File: config.mk
export PLATFORM = sky130hd
export DESIGN_NAME = spi_isp_command_framer_flat
export DESIGN_NICKNAME = d
export VERILOG_FILES = /design/src/hw/rtl/ispf_pkg.sv /design/src/hw/rtl/ispf_if.sv /design/src/hw/rtl/ispf_front.sv /design/src/hw/rtl/ispf_back.sv /design/src/hw/rtl/spi_isp_command_framer.sv /design/src/flat_wrapper.sv
export SDC_FILE = /design/constraint.sdc
export NUM_CORES = 1
export LEC_CHECK = 0
export BUFFER_PORTS_ARGS = -buffer_cell sky130_fd_sc_hd__buf_2
export CAP_MARGIN = 20
export CELL_PAD_IN_SITES_DETAIL_PLACEMENT = 1
export CELL_PAD_IN_SITES_GLOBAL_PLACEMENT = 2
export CORE_ASPECT_RATIO = 1.2
export CORE_UTILIZATION = 44
export CTS_CLUSTER_SIZE = 8
export DETAILED_ROUTE_END_ITERATION = 16
export GPL_TIMING_DRIVEN = 0
export PLACE_DENSITY_LB_ADDON = 0.1
export SKIP_LAST_GASP = 1
export SYNTH_ARGS = -nofsm -noshare
export SYNTH_HDL_FRONTEND = slang
export SYNTH_HIERARCHICAL = 1
export SYNTH_SLANG_ARGS = --single-unit
File: constraint.sdc
create_clock -name clk_i -period 4.5 [get_ports clk_i]
set_input_delay 0 -clock clk_i [delete_from_list [all_inputs] [get_ports clk_i]]
set_output_delay 0 -clock clk_i [all_outputs]
set_load 0.05 [all_outputs]
File: src/hw/rtl/ispf_pkg.sv
`timescale 1ns / 1ps
// Shared types, command codes and frame constants for the SPI ISP command framer.
// No dependencies.
package ispf_pkg;

  localparam int unsigned CmdW   = 3;
  localparam int unsigned OpW    = 8;
  localparam int unsigned AddrW  = 16;
  localparam int unsigned DataW  = 32;
  localparam int unsigned FrameW = 72;
  localparam int unsigned PosW   = 7;
  localparam int unsigned QDepth = 2;
  localparam int unsigned QPtrW  = $clog2(QDepth);
  localparam int unsigned QCntW  = $clog2(QDepth + 1);

  // Command codes; code seven behaves as a tick
  localparam logic [CmdW-1:0] CMD_TICK  = 3'd0;
  localparam logic [CmdW-1:0] CMD_PEN   = 3'd1;
  localparam logic [CmdW-1:0] CMD_ERASE = 3'd2;
  localparam logic [CmdW-1:0] CMD_WRB   = 3'd3;
  localparam logic [CmdW-1:0] CMD_WRW   = 3'd4;
  localparam logic [CmdW-1:0] CMD_RDB   = 3'd5;
  localparam logic [CmdW-1:0] CMD_RDW   = 3'd6;

  localparam logic [31:0] PenWord   = 32'hAA55AC53;
  localparam logic [23:0] EraseWord = 24'hAA558A;
  localparam logic [15:0] Preamble  = 16'hAA55;

  localparam logic [PosW-1:0] LenPen   = 7'd32;
  localparam logic [PosW-1:0] LenErase = 7'd24;
  localparam logic [PosW-1:0] LenShort = 7'd48;
  localparam logic [PosW-1:0] LenLong  = 7'd72;
  localparam logic [PosW-1:0] DataPhaseStart = 7'd40;

  // One classified beat handed from the front to the back
  typedef struct packed {
    logic              start;
    logic              is_read;
    logic [PosW-1:0]   len;
    logic [FrameW-1:0] frame;
    logic              miso;
  } ispf_entry_t;

  typedef struct packed {
    logic             select_n;
    logic             mosi;
    logic             bit_valid;
    logic             frame_done;
    logic [DataW-1:0] read_data;
    logic             busy_res;
    logic             command_rejected;
  } ispf_res_t;

endpackage

File: src/hw/rtl/ispf_if.sv
`timescale 1ns / 1ps
// Valid/ready channel interfaces for command/tick beats and result beats.
// Depends on ispf_pkg.
interface ispf_in_if import ispf_pkg::*; ();
  logic             valid;
  logic             ready;
  logic [CmdW-1:0]  command;
  logic [OpW-1:0]   opcode;
  logic [AddrW-1:0] address;
  logic [DataW-1:0] write_data;
  logic             miso;

  modport source(output valid, command, opcode, address, write_data, miso, input ready);
  modport sink(input valid, command, opcode, address, write_data, miso, output ready);
endinterface

interface ispf_out_if import ispf_pkg::*; ();
  logic             valid;
  logic             ready;
  logic             select_n;
  logic             mosi;
  logic             bit_valid;
  logic             frame_done;
  logic [DataW-1:0] read_data;
  logic             busy_res;
  logic             command_rejected;

  modport source(output valid, select_n, mosi, bit_valid, frame_done, read_data, busy_res,
                 command_rejected, input ready);
  modport sink(input valid, select_n, mosi, bit_valid, frame_done, read_data, busy_res,
               command_rejected, output ready);
endinterface

File: src/hw/rtl/ispf_front.sv
`timescale 1ns / 1ps
// Front end: decodes each input beat into a start or tick entry, builds the
// outgoing frame word, and buffers entries in a short queue. Depends on ispf_pkg, ispf_if.
module ispf_front import ispf_pkg::*; (
  input  logic        clk_i,
  input  logic        rst_ni,
  ispf_in_if.sink     in_i,
  output ispf_entry_t q_entry_o,
  output logic        q_valid_o,
  input  logic        q_ready_i
);

  ispf_entry_t             dec;
  logic [39:0]             hdr;
  ispf_entry_t             mem_q [QDepth];
  logic [QPtrW-1:0]        wr_ptr_q, wr_ptr_d, rd_ptr_q, rd_ptr_d;
  logic [QCntW-1:0]        cnt_q, cnt_d;
  logic                    push, pop;

  assign hdr = {Preamble, in_i.opcode, in_i.address};

  always_comb begin
    dec         = '0;
    dec.miso    = in_i.miso;
    unique case (in_i.command)
      CMD_PEN: begin
        dec.start = 1'b1;
        dec.len   = LenPen;
        dec.frame = {PenWord, {(FrameW - 32){1'b0}}};
      end
      CMD_ERASE: begin
        dec.start = 1'b1;
        dec.len   = LenErase;
        dec.frame = {EraseWord, {(FrameW - 24){1'b0}}};
      end
      CMD_WRB: begin
        dec.start = 1'b1;
        dec.len   = LenShort;
        dec.frame = {hdr, in_i.write_data[7:0], {(FrameW - 48){1'b0}}};
      end
      CMD_WRW: begin
        dec.start = 1'b1;
        dec.len   = LenLong;
        dec.frame = {hdr, in_i.write_data};
      end
      CMD_RDB, CMD_RDW: begin
        dec.start   = 1'b1;
        dec.is_read = 1'b1;
        dec.len     = (in_i.command == CMD_RDB) ? LenShort : LenLong;
        dec.frame   = {hdr, {(FrameW - 40){1'b0}}};
      end
      default: begin
        dec.start = 1'b0; // tick, and the unused code
      end
    endcase
  end

  assign in_i.ready = (cnt_q != QCntW'(QDepth));
  assign push       = in_i.valid && in_i.ready;
  assign q_valid_o  = (cnt_q != '0);
  assign pop        = q_valid_o && q_ready_i;
  assign q_entry_o  = mem_q[rd_ptr_q];

  always_comb begin
    wr_ptr_d = wr_ptr_q;
    rd_ptr_d = rd_ptr_q;
    cnt_d    = cnt_q;
    if (push) begin
      wr_ptr_d = wr_ptr_q + 1'b1;
    end
    if (pop) begin
      rd_ptr_d = rd_ptr_q + 1'b1;
    end
    if (push && !pop) begin
      cnt_d = cnt_q + 1'b1;
    end else if (pop && !push) begin
      cnt_d = cnt_q - 1'b1;
    end
  end

  always_ff @(posedge clk_i or negedge rst_ni) begin
    if (!rst_ni) begin
      wr_ptr_q <= '0;
      rd_ptr_q <= '0;
      cnt_q    <= '0;
    end else begin
      wr_ptr_q <= wr_ptr_d;
      rd_ptr_q <= rd_ptr_d;
      cnt_q    <= cnt_d;
    end
  end

  always_ff @(posedge clk_i) begin
    if (push) begin
      mem_q[wr_ptr_q] <= dec;
    end
  end

endmodule

File: src/hw/rtl/ispf_back.sv
`timescale 1ns / 1ps
// Back end: frame engine that shifts one SPI bit per tick entry, samples MISO
// in the read data phase, and registers the result beat. Depends on ispf_pkg, ispf_if.
module ispf_back import ispf_pkg::*; (
  input  logic        clk_i,
  input  logic        rst_ni,
  input  ispf_entry_t q_entry_i,
  input  logic        q_valid_i,
  output logic        q_ready_o,
  ispf_out_if.source  out_o
);

  logic              active_q, active_d;
  logic              is_read_q, is_read_d;
  logic [PosW-1:0]   pos_q, pos_d, pos_nxt;
  logic [PosW-1:0]   len_q, len_d;
  logic [FrameW-1:0] frame_q, frame_d;
  logic [DataW-1:0]  rshift_q, rshift_d;
  logic              out_valid_q, out_valid_d;
  ispf_res_t         res_q, res_d;
  logic              pop;

  assign q_ready_o = !out_valid_q || out_o.ready;
  assign pop       = q_valid_i && q_ready_o;
  assign pos_nxt   = pos_q + 1'b1;

  always_comb begin
    active_d    = active_q;
    is_read_d   = is_read_q;
    pos_d       = pos_q;
    len_d       = len_q;
    frame_d     = frame_q;
    rshift_d    = rshift_q;
    res_d       = res_q;
    out_valid_d = out_valid_q && !out_o.ready;
    if (pop) begin
      out_valid_d    = 1'b1;
      res_d          = '0;
      res_d.select_n = 1'b1;
      if (q_entry_i.start) begin
        res_d.select_n = 1'b0;
        res_d.busy_res = 1'b1;
        if (active_q) begin
          res_d.command_rejected = 1'b1;
        end else begin
          active_d  = 1'b1;
          is_read_d = q_entry_i.is_read;
          len_d     = q_entry_i.len;
          pos_d     = '0;
          frame_d   = q_entry_i.frame;
          rshift_d  = '0;
        end
      end else if (active_q) begin
        res_d.select_n  = 1'b0;
        res_d.bit_valid = 1'b1;
        res_d.mosi      = frame_q[FrameW-1];
        frame_d         = {frame_q[FrameW-2:0], 1'b0};
        if (is_read_q && (pos_q >= DataPhaseStart)) begin
          rshift_d = {rshift_q[DataW-2:0], q_entry_i.miso};
        end
        if (pos_nxt >= len_q) begin
          res_d.frame_done = 1'b1;
          res_d.read_data  = is_read_q ? rshift_d : '0;
          active_d         = 1'b0;
          pos_d            = '0;
        end else begin
          res_d.busy_res = 1'b1;
          pos_d          = pos_nxt;
        end
      end
    end
  end

  always_ff @(posedge clk_i or negedge rst_ni) begin
    if (!rst_ni) begin
      active_q    <= 1'b0;
      is_read_q   <= 1'b0;
      pos_q       <= '0;
      len_q       <= '0;
      out_valid_q <= 1'b0;
    end else begin
      active_q    <= active_d;
      is_read_q   <= is_read_d;
      pos_q       <= pos_d;
      len_q       <= len_d;
      out_valid_q <= out_valid_d;
    end
  end

  always_ff @(posedge clk_i) begin
    frame_q  <= frame_d;
    rshift_q <= rshift_d;
    res_q    <= res_d;
  end

  assign out_o.valid            = out_valid_q;
  assign out_o.select_n         = res_q.select_n;
  assign out_o.mosi             = res_q.mosi;
  assign out_o.bit_valid        = res_q.bit_valid;
  assign out_o.frame_done       = res_q.frame_done;
  assign out_o.read_data        = res_q.read_data;
  assign out_o.busy_res         = res_q.busy_res;
  assign out_o.command_rejected = res_q.command_rejected;

endmodule

File: src/hw/rtl/spi_isp_command_framer.sv
`timescale 1ns / 1ps
// SPI ISP command framer, top level. Instantiates ispf_front and ispf_back.
// Depends on ispf_pkg, ispf_if.
//
// Takes one beat per clock cycle while the two-entry queue has room, commands and
// ticks alike, and returns exactly one result beat for each. A command beat starts a
// frame (or is rejected while one runs); each tick beat moves one MSB-first bit. An
// input beat passes through the two-entry queue after the decoder and then the
// result register of the frame engine. Throughput is set by the frame engine, which
// takes one queued beat per cycle whenever the result register is free or being
// drained.
module spi_isp_command_framer import ispf_pkg::*; (
  input  logic       clk_i,
  input  logic       rst_ni,
  ispf_in_if.sink    in_i,
  ispf_out_if.source out_o
);

  ispf_entry_t q_entry;
  logic        q_valid;
  logic        q_ready;

  ispf_front u_front (
    .clk_i     (clk_i),
    .rst_ni    (rst_ni),
    .in_i      (in_i),
    .q_entry_o (q_entry),
    .q_valid_o (q_valid),
    .q_ready_i (q_ready)
  );

  ispf_back u_back (
    .clk_i     (clk_i),
    .rst_ni    (rst_ni),
    .q_entry_i (q_entry),
    .q_valid_i (q_valid),
    .q_ready_o (q_ready),
    .out_o     (out_o)
  );

endmodule

File: src/flat_wrapper.sv
// flat-port wrapper written by rule: the top's interface ports become plain ports
module spi_isp_command_framer_flat import ispf_pkg::*;
  (clk_i, rst_ni, in_i_valid, in_i_command, in_i_opcode, in_i_address, in_i_write_data, in_i_miso, in_i_ready, out_o_valid, out_o_select_n, out_o_mosi, out_o_bit_valid, out_o_frame_done, out_o_read_data, out_o_busy_res, out_o_command_rejected, out_o_ready);
  ispf_in_if in_i_i ();
  ispf_out_if out_o_i ();
  input  logic clk_i;
  input  logic rst_ni;
  input wire logic [$bits(in_i_i.valid)-1:0] in_i_valid;
  input wire logic [$bits(in_i_i.command)-1:0] in_i_command;
  input wire logic [$bits(in_i_i.opcode)-1:0] in_i_opcode;
  input wire logic [$bits(in_i_i.address)-1:0] in_i_address;
  input wire logic [$bits(in_i_i.write_data)-1:0] in_i_write_data;
  input wire logic [$bits(in_i_i.miso)-1:0] in_i_miso;
  output wire logic [$bits(in_i_i.ready)-1:0] in_i_ready;
  output wire logic [$bits(out_o_i.valid)-1:0] out_o_valid;
  output wire logic [$bits(out_o_i.select_n)-1:0] out_o_select_n;
  output wire logic [$bits(out_o_i.mosi)-1:0] out_o_mosi;
  output wire logic [$bits(out_o_i.bit_valid)-1:0] out_o_bit_valid;
  output wire logic [$bits(out_o_i.frame_done)-1:0] out_o_frame_done;
  output wire logic [$bits(out_o_i.read_data)-1:0] out_o_read_data;
  output wire logic [$bits(out_o_i.busy_res)-1:0] out_o_busy_res;
  output wire logic [$bits(out_o_i.command_rejected)-1:0] out_o_command_rejected;
  input wire logic [$bits(out_o_i.ready)-1:0] out_o_ready;
  assign in_i_i.valid = in_i_valid;
  assign in_i_i.command = in_i_command;
  assign in_i_i.opcode = in_i_opcode;
  assign in_i_i.address = in_i_address;
  assign in_i_i.write_data = in_i_write_data;
  assign in_i_i.miso = in_i_miso;
  assign in_i_ready = in_i_i.ready;
  assign out_o_valid = out_o_i.valid;
  assign out_o_select_n = out_o_i.select_n;
  assign out_o_mosi = out_o_i.mosi;
  assign out_o_bit_valid = out_o_i.bit_valid;
  assign out_o_frame_done = out_o_i.frame_done;
  assign out_o_read_data = out_o_i.read_data;
  assign out_o_busy_res = out_o_i.busy_res;
  assign out_o_command_rejected = out_o_i.command_rejected;
  assign out_o_i.ready = out_o_ready;
  spi_isp_command_framer u_core (.clk_i(clk_i), .rst_ni(rst_ni), .in_i(in_i_i), .out_o(out_o_i));
endmodule
==> out/metrics.cfg, run 1 <==
[run_status]
status=finished, violations left
violations=negative hold slack

[detailed_routing]
drt_drc_violations_left=0
first_pass_iters=4
drt-total-wl_um=26170
via_count=7040
viasPerCell=5.065
post_drt_wl_per_cell_um=18.82
drt_iter0_drc=296
antenna_left=0

[synthesis]
avgSynthCellArea_um2=16.40
synth_area_leaders=edfxtp_1 65%, mux2_2 13%, dfrtp_1 4.2%
seq_area_frac_synth_pct=68.81
ys.flop_type=edfxtp_1
ys_seq_elements=291
synth_cell_type_count=40
yosys.area.top_type_share_pct=64.62
syn_area_mm2=0.01255
synth_warnings=6
async_reset_ff_share_pct=7.216
synthCells=765
synth_edf_count=270
synth_top_area_cell=edfxtp_1

[worst_setup_path]
worstSetupEndpointType=flip-flop
worst_r2r_path_depth=8
reg2reg_to=u_core/u_back/frame_q[39]
max_stage_delay_ns=0.49
cp.required_ns=4.67
regToRegStartpoint=u_core/u_front/rd_ptr_q
cp.arrival_ns=3.39
crit_family=buffers and inverters
reg2reg_setup_slack_ns=1.28
path_cells=buf_2 > mux2_2 > buf_2 > inv_1 > ha_1 > nand3b_2 > inv_4 > buf_16
crit_path_max_fanout=70
worstSetupStartpoint=u_core/u_front/rd_ptr_q
critPathSlowestCell=inv_4
crit_buf_inv=5
crit_cells=8
start_kind=flip-flop
endpoint=u_core/u_back/frame_q[39]
path_common_cell=buf_2
crit_type=reg -> reg

[sta]
worst_hold_slack_ns=-0.003810
post-route-min-period_ns=3.222
skew_ns=0.01457
tightest_slew_ns=0.9691
max_freq_mhz=310.4
rsz0062_at_grt=no
drv_slew=0
slew_headroom_pct=35.24
hold_viol_final=9
final.period_utilization_pct=71.60
setup_viol=0

[cts]
h-tree-depth=2
path_clk_slew_ns=0.05
ctsResizeCount=0
insertion_delay_ns=0.52
cts_root_buf=clkbuf_16
numCtsBuffers=42
clk_path_buf_depth=3
cts.sinks=291
cts_tree=yes
post-cts-setup-buffer-count=0

[placed_design]
routabilityCongestion=0.7233
dp_hpwl_um=16650
io_buffers=102

[die]
die_h_um=187.0
ios=104
rows=67
initial_utilization_pct=44.81
dieArea_mm2=0.02920
core_mm2=0.02800
dieWidth_um=156.2

[final_layout]
syn2layout_area_growth_pct=23.82
mostFrequentLayoutCells=270 x edfxtp_1, 143 x mux2_2, 119 x buf_2
nets=1071
final_core_utilization_pct=55.49
drive_gt1_share_pct=38.77
mostFrequentLayoutCell=edfxtp_1
antenna_cells=0

[global_routing]
antenna_found_initial=0
grt_max_degree=71
gr-total-overflow=0
grt_pass1_vias=8021
track_usage_pct=18.70
grt_pass1_wl_um=42200

[flow_run]
maxCapViolCount=0

[power_and_ir_drop]
ir_drop_v=0.0003418
p_leak_nw=6.056
power_density_mw_per_mm2=661.9
p_total_mw=10.28

[hold_path]
min_path_type=in -> async

-- Yosys cell counts, drive strengths merged (9+ instances only) --
cell type  number
and3           26
buf            50
clkbuf          9
dfrtp          21
edfxtp        270
ha             12
inv            22
mux2          143
mux2i          34
nand2          15
nor2           47
nor2b          16
nor3           37
xnor2           9
-- how the worst min path moves through the flow --
stage | startpoint | endpoint | slack, ns | depth (start not counted)
final | rst_ni | u_core/u_front/wr_ptr_q | -0.004 | 2
after CTS | rst_ni | u_core/u_front/wr_ptr_q | 0.0008 | 2
after floorplan | rst_ni | u_core/u_back/active_q | -0.30 | 0
after global routing | rst_ni | u_core/u_front/wr_ptr_q | 0.04 | 2
after detailed placement | rst_ni | u_core/u_front/wr_ptr_q | 0.008 | 1
after global placement | rst_ni | u_core/u_front/wr_ptr_q | -0.01 | 1
-- per-stage QoR --
stage	TNS (ns)	std cells	hold slack, ns	area (um^2)	setup slack, ns
global placement	-192.93	1256	-0.01052	13570	-1.209
global route	0	1390	0.04075	15540	1.063
CTS	0	1390	0.0007805	15540	1.240
detailed placement	0	1260	0.008397	13690	1.235
finish	0	1390	-0.003810	15540	1.278
floorplan	0	775	-0.2956	12580	0.2669
-- routing by layer --
metal	up-vias	GRT usage, %	wire [um]
li1	3297	-	-
met1	3536	22.22	10730
met2	156	33.77	13810
met3	51	3.197	1008
met4	0	6.448	616
met5	-	0	0
-- worst register-to-register path, delay by kind of cell, from the launching register on --
kind                       cells  cell delay (ns)
and+or+nand+nor                1             0.37
DFF                            1             0.34
muxes                          1             0.40
adders and majority gates      1             0.24
buffers and inverters          5             1.50
-- sequential cells by signal (all words and copies together) (netlist names), 2 cells and up --
signal and cells:
u_core/u_back/frame_q 72, u_core/u_back/len_q 7, u_core/u_back/out_o.read_data 32, u_core/u_back/pos_q 7, u_core/u_back/rshift_q 32, u_core/u_front/cnt_q 2
u_core/u_front/mem_q 128
-- final cells by class --
class / instances / area [um^2]
fill: 2691 / 12460
tap: 379 / 474.2
clock inverter: 2 / 16.27
timing repair buffer: 176 / 1314
inverter: 22 / 85.08
buffer: 59 / 377.9
multi-input combinational: 403 / 3503
sequential: 291 / 8633
clock buffer: 58 / 1132
-- report_power, final --
part / internal [mW] / leakage (nW) / switching (mW)
sequential: 4.11 / 2.84 / 0.267
clock: 1.72 / 0.552 / 1.07
combinational: 1.21 / 2.67 / 1.90
total: 7.04 / 6.06 / 3.24
-- repair_timing --
action,in CTS,in global routing
hold endpoints to repair,153,0
setup endpoints to repair,0,0
hold buffers,70,0
-- cell families after synthesis --
family / after synthesis / synth area share, %
muxes: 177 / 15.55
adders and majority gates: 12 / 1.197
AOI/OAI and AO/OA: 35 / 2.354
and+or+nand+nor: 156 / 7.499
other: 1 / 0.02989
buffers and inverters: 81 / 3.670
xor gates and xnor gates: 12 / 0.8976
DFF: 291 / 68.81
No activity file was read; power rests on OpenSTA's default activity.
==> run 2: changes to the inputs <==
==> constraint.sdc (replaced) <==
create_clock -name clk_i -period 3 [get_ports clk_i]
set_input_delay 0 -clock clk_i [delete_from_list [all_inputs] [get_ports clk_i]]
set_output_delay 0 -clock clk_i [all_outputs]
set_load 0.05 [all_outputs]
==> run 2 against run 1 <==
  * The run now ends clean
  * Cell area increased by 0.63%
  * Global-route usage increased by 0.45 points
  * Combinational power increased by 54%
  * Power increased by 51%
  * Maximum frequency increased by 21%
  * Worst hold slack improved by 0.023 ns
  * Non-clock buffer count increased by 3
  * Sequential power increased by 50%
  * Routed wire length increased by 2.0%
  * Critical path depth decreased by 1
  * Critical path type unchanged
==> out/metrics.cfg, run 2 (synthesized netlist as in run 1, its figures left out) <==
[sta]
hold_viol_final=0
skew_ns=0.01824
drv_slew=0
rsz0062_at_grt=no
final.period_utilization_pct=88.69
max_freq_mhz=375.9
post-route-min-period_ns=2.661
setup_viol=0
slew_headroom_pct=46.57
tightest_slew_ns=0.7971

[final_layout]
mostFrequentLayoutCells=270 x edfxtp_1, 142 x mux2_2, 117 x buf_2
final_core_utilization_pct=55.84
nets=1075
drive_gt1_share_pct=39.07
antenna_cells=0
syn2layout_area_growth_pct=24.60
n_fill_cell=2693
largestRegisters=u_core/u_front/mem_q: 128 flops, u_core/u_back/frame_q: 72 flops
mostFrequentLayoutCell=edfxtp_1
largest_register_ffs=128
top_register=u_core/u_front/mem_q

[die]
dieWidth_um=156.2
dieArea_mm2=0.02920
core_mm2=0.02800
ios=104
die_h_um=187.0
initial_utilization_pct=44.81
rows=67

[worst_setup_path]
path_cells=buf_6 > mux2_4 > buf_6 > inv_4 > ha_4 > nand3b_4 > clkinvlp_2
max_stage_delay_ns=0.69
cp.arrival_ns=2.67
crit_family=buffers and inverters
path_common_cell=buf_6
start_kind=flip-flop
crit_type=reg -> reg
crit_path_max_fanout=16
worstSetupEndpointType=flip-flop
crit_buf_inv=4
cp.required_ns=3.01
critPathSlowestCell=clkinvlp_2

[cts]
path_clk_slew_ns=0.05
clk_path_buf_depth=3
numCtsBuffers=42
cts_tree=yes
h-tree-depth=2
cts_root_buf=clkbuf_16
ctsResizeCount=0
cts.sinks=291
insertion_delay_ns=0.52

[global_routing]
antenna_found_initial=0
grt_pass1_vias=7958
grt_max_degree=61
grt_pass1_wl_um=42990
track_usage_pct=19.15
gr-total-overflow=0

[flow_run]
maxCapViolCount=0

[hold_path]
min_path_type=in -> reg

[detailed_routing]
viasPerCell=5.069
drt-total-wl_um=26700
drt_iter0_drc=258
post_drt_wl_per_cell_um=19.14
drt_drc_violations_left=0
first_pass_iters=4
via_count=7071
antenna_left=0

[power_and_ir_drop]
p_total_mw=15.56
ir_drop_v=0.0005127
power_density_mw_per_mm2=995.2
p_leak_nw=6.090

[placed_design]
dp_hpwl_um=16860
routabilityCongestion=0.7262
io_buffers=102

[run_status]
status=finished, final reports clean

run 2: cell count changes in the layout (fill, tap and decap cells not counted), sizes merged:
cell and change:
clkinvlp +2, buf +3, clkbuf +1, inv -1
run 2: worst reg2reg max path: cells and delay by family (launching register included):
kind	cells	cell delay, ns
buffers and inverters	4	1.09
flip-flops	1	0.38
adder cells (fa/ha/maj)	1	0.26
multiplexers	1	0.23
AND/OR/NAND/NOR	1	0.22
run 2: power by group:
part	leakage [nW]	internal [mW]	switching [mW]
Clock	0.553	2.59	1.61
Sequential	2.84	6.16	0.404
Combinational	2.70	1.89	2.91
Total	6.09	10.6	4.92
run 2: final cells by class:
type	instances	area [um^2]	area share, %
repair buffers	179	1361	8.708
repair inverters	1	5.005	0.03201
clock buffers	59	1136	7.267
clock inverters	2	16.27	0.1040
flip-flops and latches	291	8633	55.22
well taps	379	474.2	3.033
plain buffers	59	390.4	2.497
inverters	22	88.84	0.5682
multi-input cells	403	3528	22.57
run 2: worst paths after layout:
kind	startpoint	endpoint	slack, ns	cells past startpoint
max	u_core/u_front/rd_ptr_q	u_core/u_back/rshift_q[30]	0.34	7
min	in_i_command[2]	u_core/u_front/mem_q[0][80]	0.02	3
max reg2reg	u_core/u_front/rd_ptr_q	u_core/u_back/rshift_q[30]	0.34	7
min in group asynchronous	rst_ni	u_core/u_front/wr_ptr_q	0.40	3
max in group asynchronous	rst_ni	u_core/u_front/rd_ptr_q	2.20	4
min reg2reg	u_core/u_front/cnt_q[1]	u_core/u_front/cnt_q[1]	0.50	1
run 2: repair_timing:
item                                    CTS  global route
hold buffers                             70             0
endpoints found under the setup margin    0            73
setup buffers                             0             0
endpoints found under the hold margin   145             0
run 2: stage by stage:
| stage | cell area [um^2] | cells | setup WS (ns) | hold slack (ns) | setup TNS, ns |
|---|---|---|---|---|---|
| after floorplan | 12640 | 775 | -0.2075 | -0.2956 | -21.58 |
| after global placement | 13620 | 1256 | -1.270 | -0.01364 | -166.40 |
| after detailed placement | 13760 | 1262 | 0.04972 | 0.01296 | 0 |
| after CTS | 15610 | 1393 | 0.02586 | 0.0002501 | 0 |
| after global routing | 15630 | 1395 | 0.1710 | 0.04742 | 0 |
| final | 15630 | 1395 | 0.3394 | 0.01916 | 0 |
run 2: routing by layer:
layer / global-route usage, % / wire (um)
met3: 3.221 / 822
met5: 0 / 0
met2: 34.62 / 14180
met1: 23.29 / 11210
met4: 5.392 / 492
==> run 3: changes to the inputs <==
--- a/config.mk
+++ b/config.mk
@@ -9,7 +9,7 @@
 export CAP_MARGIN = 20
 export CELL_PAD_IN_SITES_DETAIL_PLACEMENT = 1
 export CELL_PAD_IN_SITES_GLOBAL_PLACEMENT = 2
-export CORE_ASPECT_RATIO = 1.2
+export CORE_ASPECT_RATIO = 1.4
 export CORE_UTILIZATION = 44
 export CTS_CLUSTER_SIZE = 8
 export DETAILED_ROUTE_END_ITERATION = 16
==> run 3 against run 2 <==
  * Flip-flop and latch count is the same
  * Via count increased by 0.27%
  * First-iteration DRC count down 5.0%
  * Critical endpoint is now u_core/u_back/rshift_q[17]
==> out/metrics.cfg, run 3 (synthesized netlist as in run 1, its figures left out) <==
[global_routing]
grt_pass1_vias=8055
gr-total-overflow=0
grt_max_degree=59
antenna_found_initial=1
grt_pass1_wl_um=43880
track_usage_pct=20.03

[worst_setup_path]
start_kind=flip-flop
path_cells=buf_6 > mux2_4 > buf_6 > inv_4 > ha_4 > nand3b_4 > clkinvlp_2
crit_cells=7
crit_type=reg -> reg
worst_r2r_path_depth=7
crit_family=buffers and inverters
max_stage_delay_ns=0.70
cp.arrival_ns=2.71
crit_buf_inv=4
worstSetupEndpointType=flip-flop
cp.required_ns=3.00
reg2reg_setup_slack_ns=0.30
crit_path_max_fanout=17
path_common_cell=buf_6
critPathSlowestCell=clkinvlp_2

[sta]
post-route-min-period_ns=2.703
rsz0062_at_grt=no
tns_ns=0
hold_viol_final=0
skew_ns=0.008840
setup_viol=0
max_freq_mhz=369.9
slew_headroom_pct=44.98
tightest_slew_ns=0.8208
final.period_utilization_pct=90.12
drv_slew=0

[cts]
path_clk_slew_ns=0.05
insertion_delay_ns=0.52
cts_tree=yes
clk_path_buf_depth=3
cts.sinks=291
cts_root_buf=clkbuf_16
h-tree-depth=2
post-cts-setup-buffer-count=0
ctsResizeCount=0
numCtsBuffers=42

[final_layout]
final_cells=1378
nets=1075
n_fill_cell=2648
mostFrequentLayoutCell=edfxtp_1
drive_gt1_share_pct=39.42
top_register=u_core/u_front/mem_q
mostFrequentLayoutCells=270 x edfxtp_1, 142 x mux2_2, 117 x buf_2
syn2layout_area_growth_pct=24.42
largestRegisters=u_core/u_front/mem_q: 128 flops, u_core/u_back/frame_q: 72 flops
largest_register_ffs=128

[placed_design]
dp_cells=1253
routabilityCongestion=0.8014
io_buffers=102
dp_hpwl_um=17990

[die]
core_mm2=0.02784
dieWidth_um=144.7
die_h_um=201.8
initial_utilization_pct=45.07
rows=72
ios=104
dieArea_mm2=0.02921

[power_and_ir_drop]
power_density_mw_per_mm2=994.6
ir_drop_v=0.0005336
p_leak_nw=6.087

[detailed_routing]
viasPerCell=5.145
first_pass_iters=6
antenna_left=0
drt_iter0_drc=245
via_count=7090
drt_drc_violations_left=0
post_drt_wl_per_cell_um=20.12
drt-total-wl_um=27730

[hold_path]
min_path_type=in -> reg
worstHoldPathCells=4

[flow_run]
maxCapViolCount=0

[run_status]
status=finished, final reports clean

run 3: cell count changes in the layout (fill, tap and decap cells not counted), sizes merged:
| cell | change |
|---|---|
| diode | +1 |
| clkbuf | -9 |
run 3: worst register-to-register path, delay by kind of cell, from the launching register on:
kind | cells | cell delay, ns
multiplexers | 1 | 0.23
AND/OR/NAND/NOR | 1 | 0.21
flip-flops | 1 | 0.38
adder cells (fa/ha/maj) | 1 | 0.26
buffers and inverters | 4 | 1.11
run 3: final timing paths:
check,start,to
max in group asynchronous,rst_ni,u_core/u_front/rd_ptr_q
setup / recovery,u_core/u_front/rd_ptr_q,u_core/u_back/rshift_q[17]
hold reg to reg,u_core/u_back/len_q[3],u_core/u_back/len_q[3]
min in group asynchronous,rst_ni,u_core/u_back/pos_q[5]
setup reg to reg,u_core/u_front/rd_ptr_q,u_core/u_back/rshift_q[17]
hold / removal,in_i_command[0],u_core/u_front/mem_q[1][56]
run 3: cell type report:
cell class / count / area, um^2 / area share (%)
antenna: 1 / 2.502 / 0.01603
buffer: 59 / 390.4 / 2.501
clock buffer: 50 / 1102 / 7.061
clock inverter: 2 / 16.27 / 0.1042
inverter: 22 / 88.84 / 0.5690
multi-input combinational: 403 / 3528 / 22.60
sequential: 291 / 8633 / 55.30
tap: 370 / 462.9 / 2.965
timing repair buffer: 179 / 1381 / 8.848
timing repair inverter: 1 / 5.005 / 0.03206
run 3: layer usage:
metal | vias to the layer above | global-route usage [%] | wire, um
li1 | 3313 | - | -
met1 | 3576 | 22.13 | 10540
met2 | 153 | 38.19 | 15470
met3 | 48 | 3.388 | 1062
met4 | 0 | 6.053 | 652
met5 | - | 0 | 0
run 3: where the power goes:
group / switching (mW) / internal [mW]
logic: 2.95 / 1.90
clock network: 1.58 / 2.54
registers: 0.400 / 6.16
run 3: what timing repair did:
item / CTS / global route
endpoints found under the setup margin: 71 / 0
hold endpoints to repair: 151 / 0
hold buffers: 70 / 0
run 3: metrics by stage:
stage	hold slack, ns	power, mW	area [um^2]	utilization [%]	setup WS, ns
after floorplan	-0.2956	10.03	12640	-	-0.2075
after global placement	-0.02333	11.13	13610	48.89	-1.377
after detailed placement	-0.009357	11.46	13760	49.42	-0.01164
after CTS	0.04768	15.76	15580	55.97	0.2451
after global routing	0.1057	16.30	15610	56.08	0.1486
final	0.06762	15.53	15610	56.08	0.2965
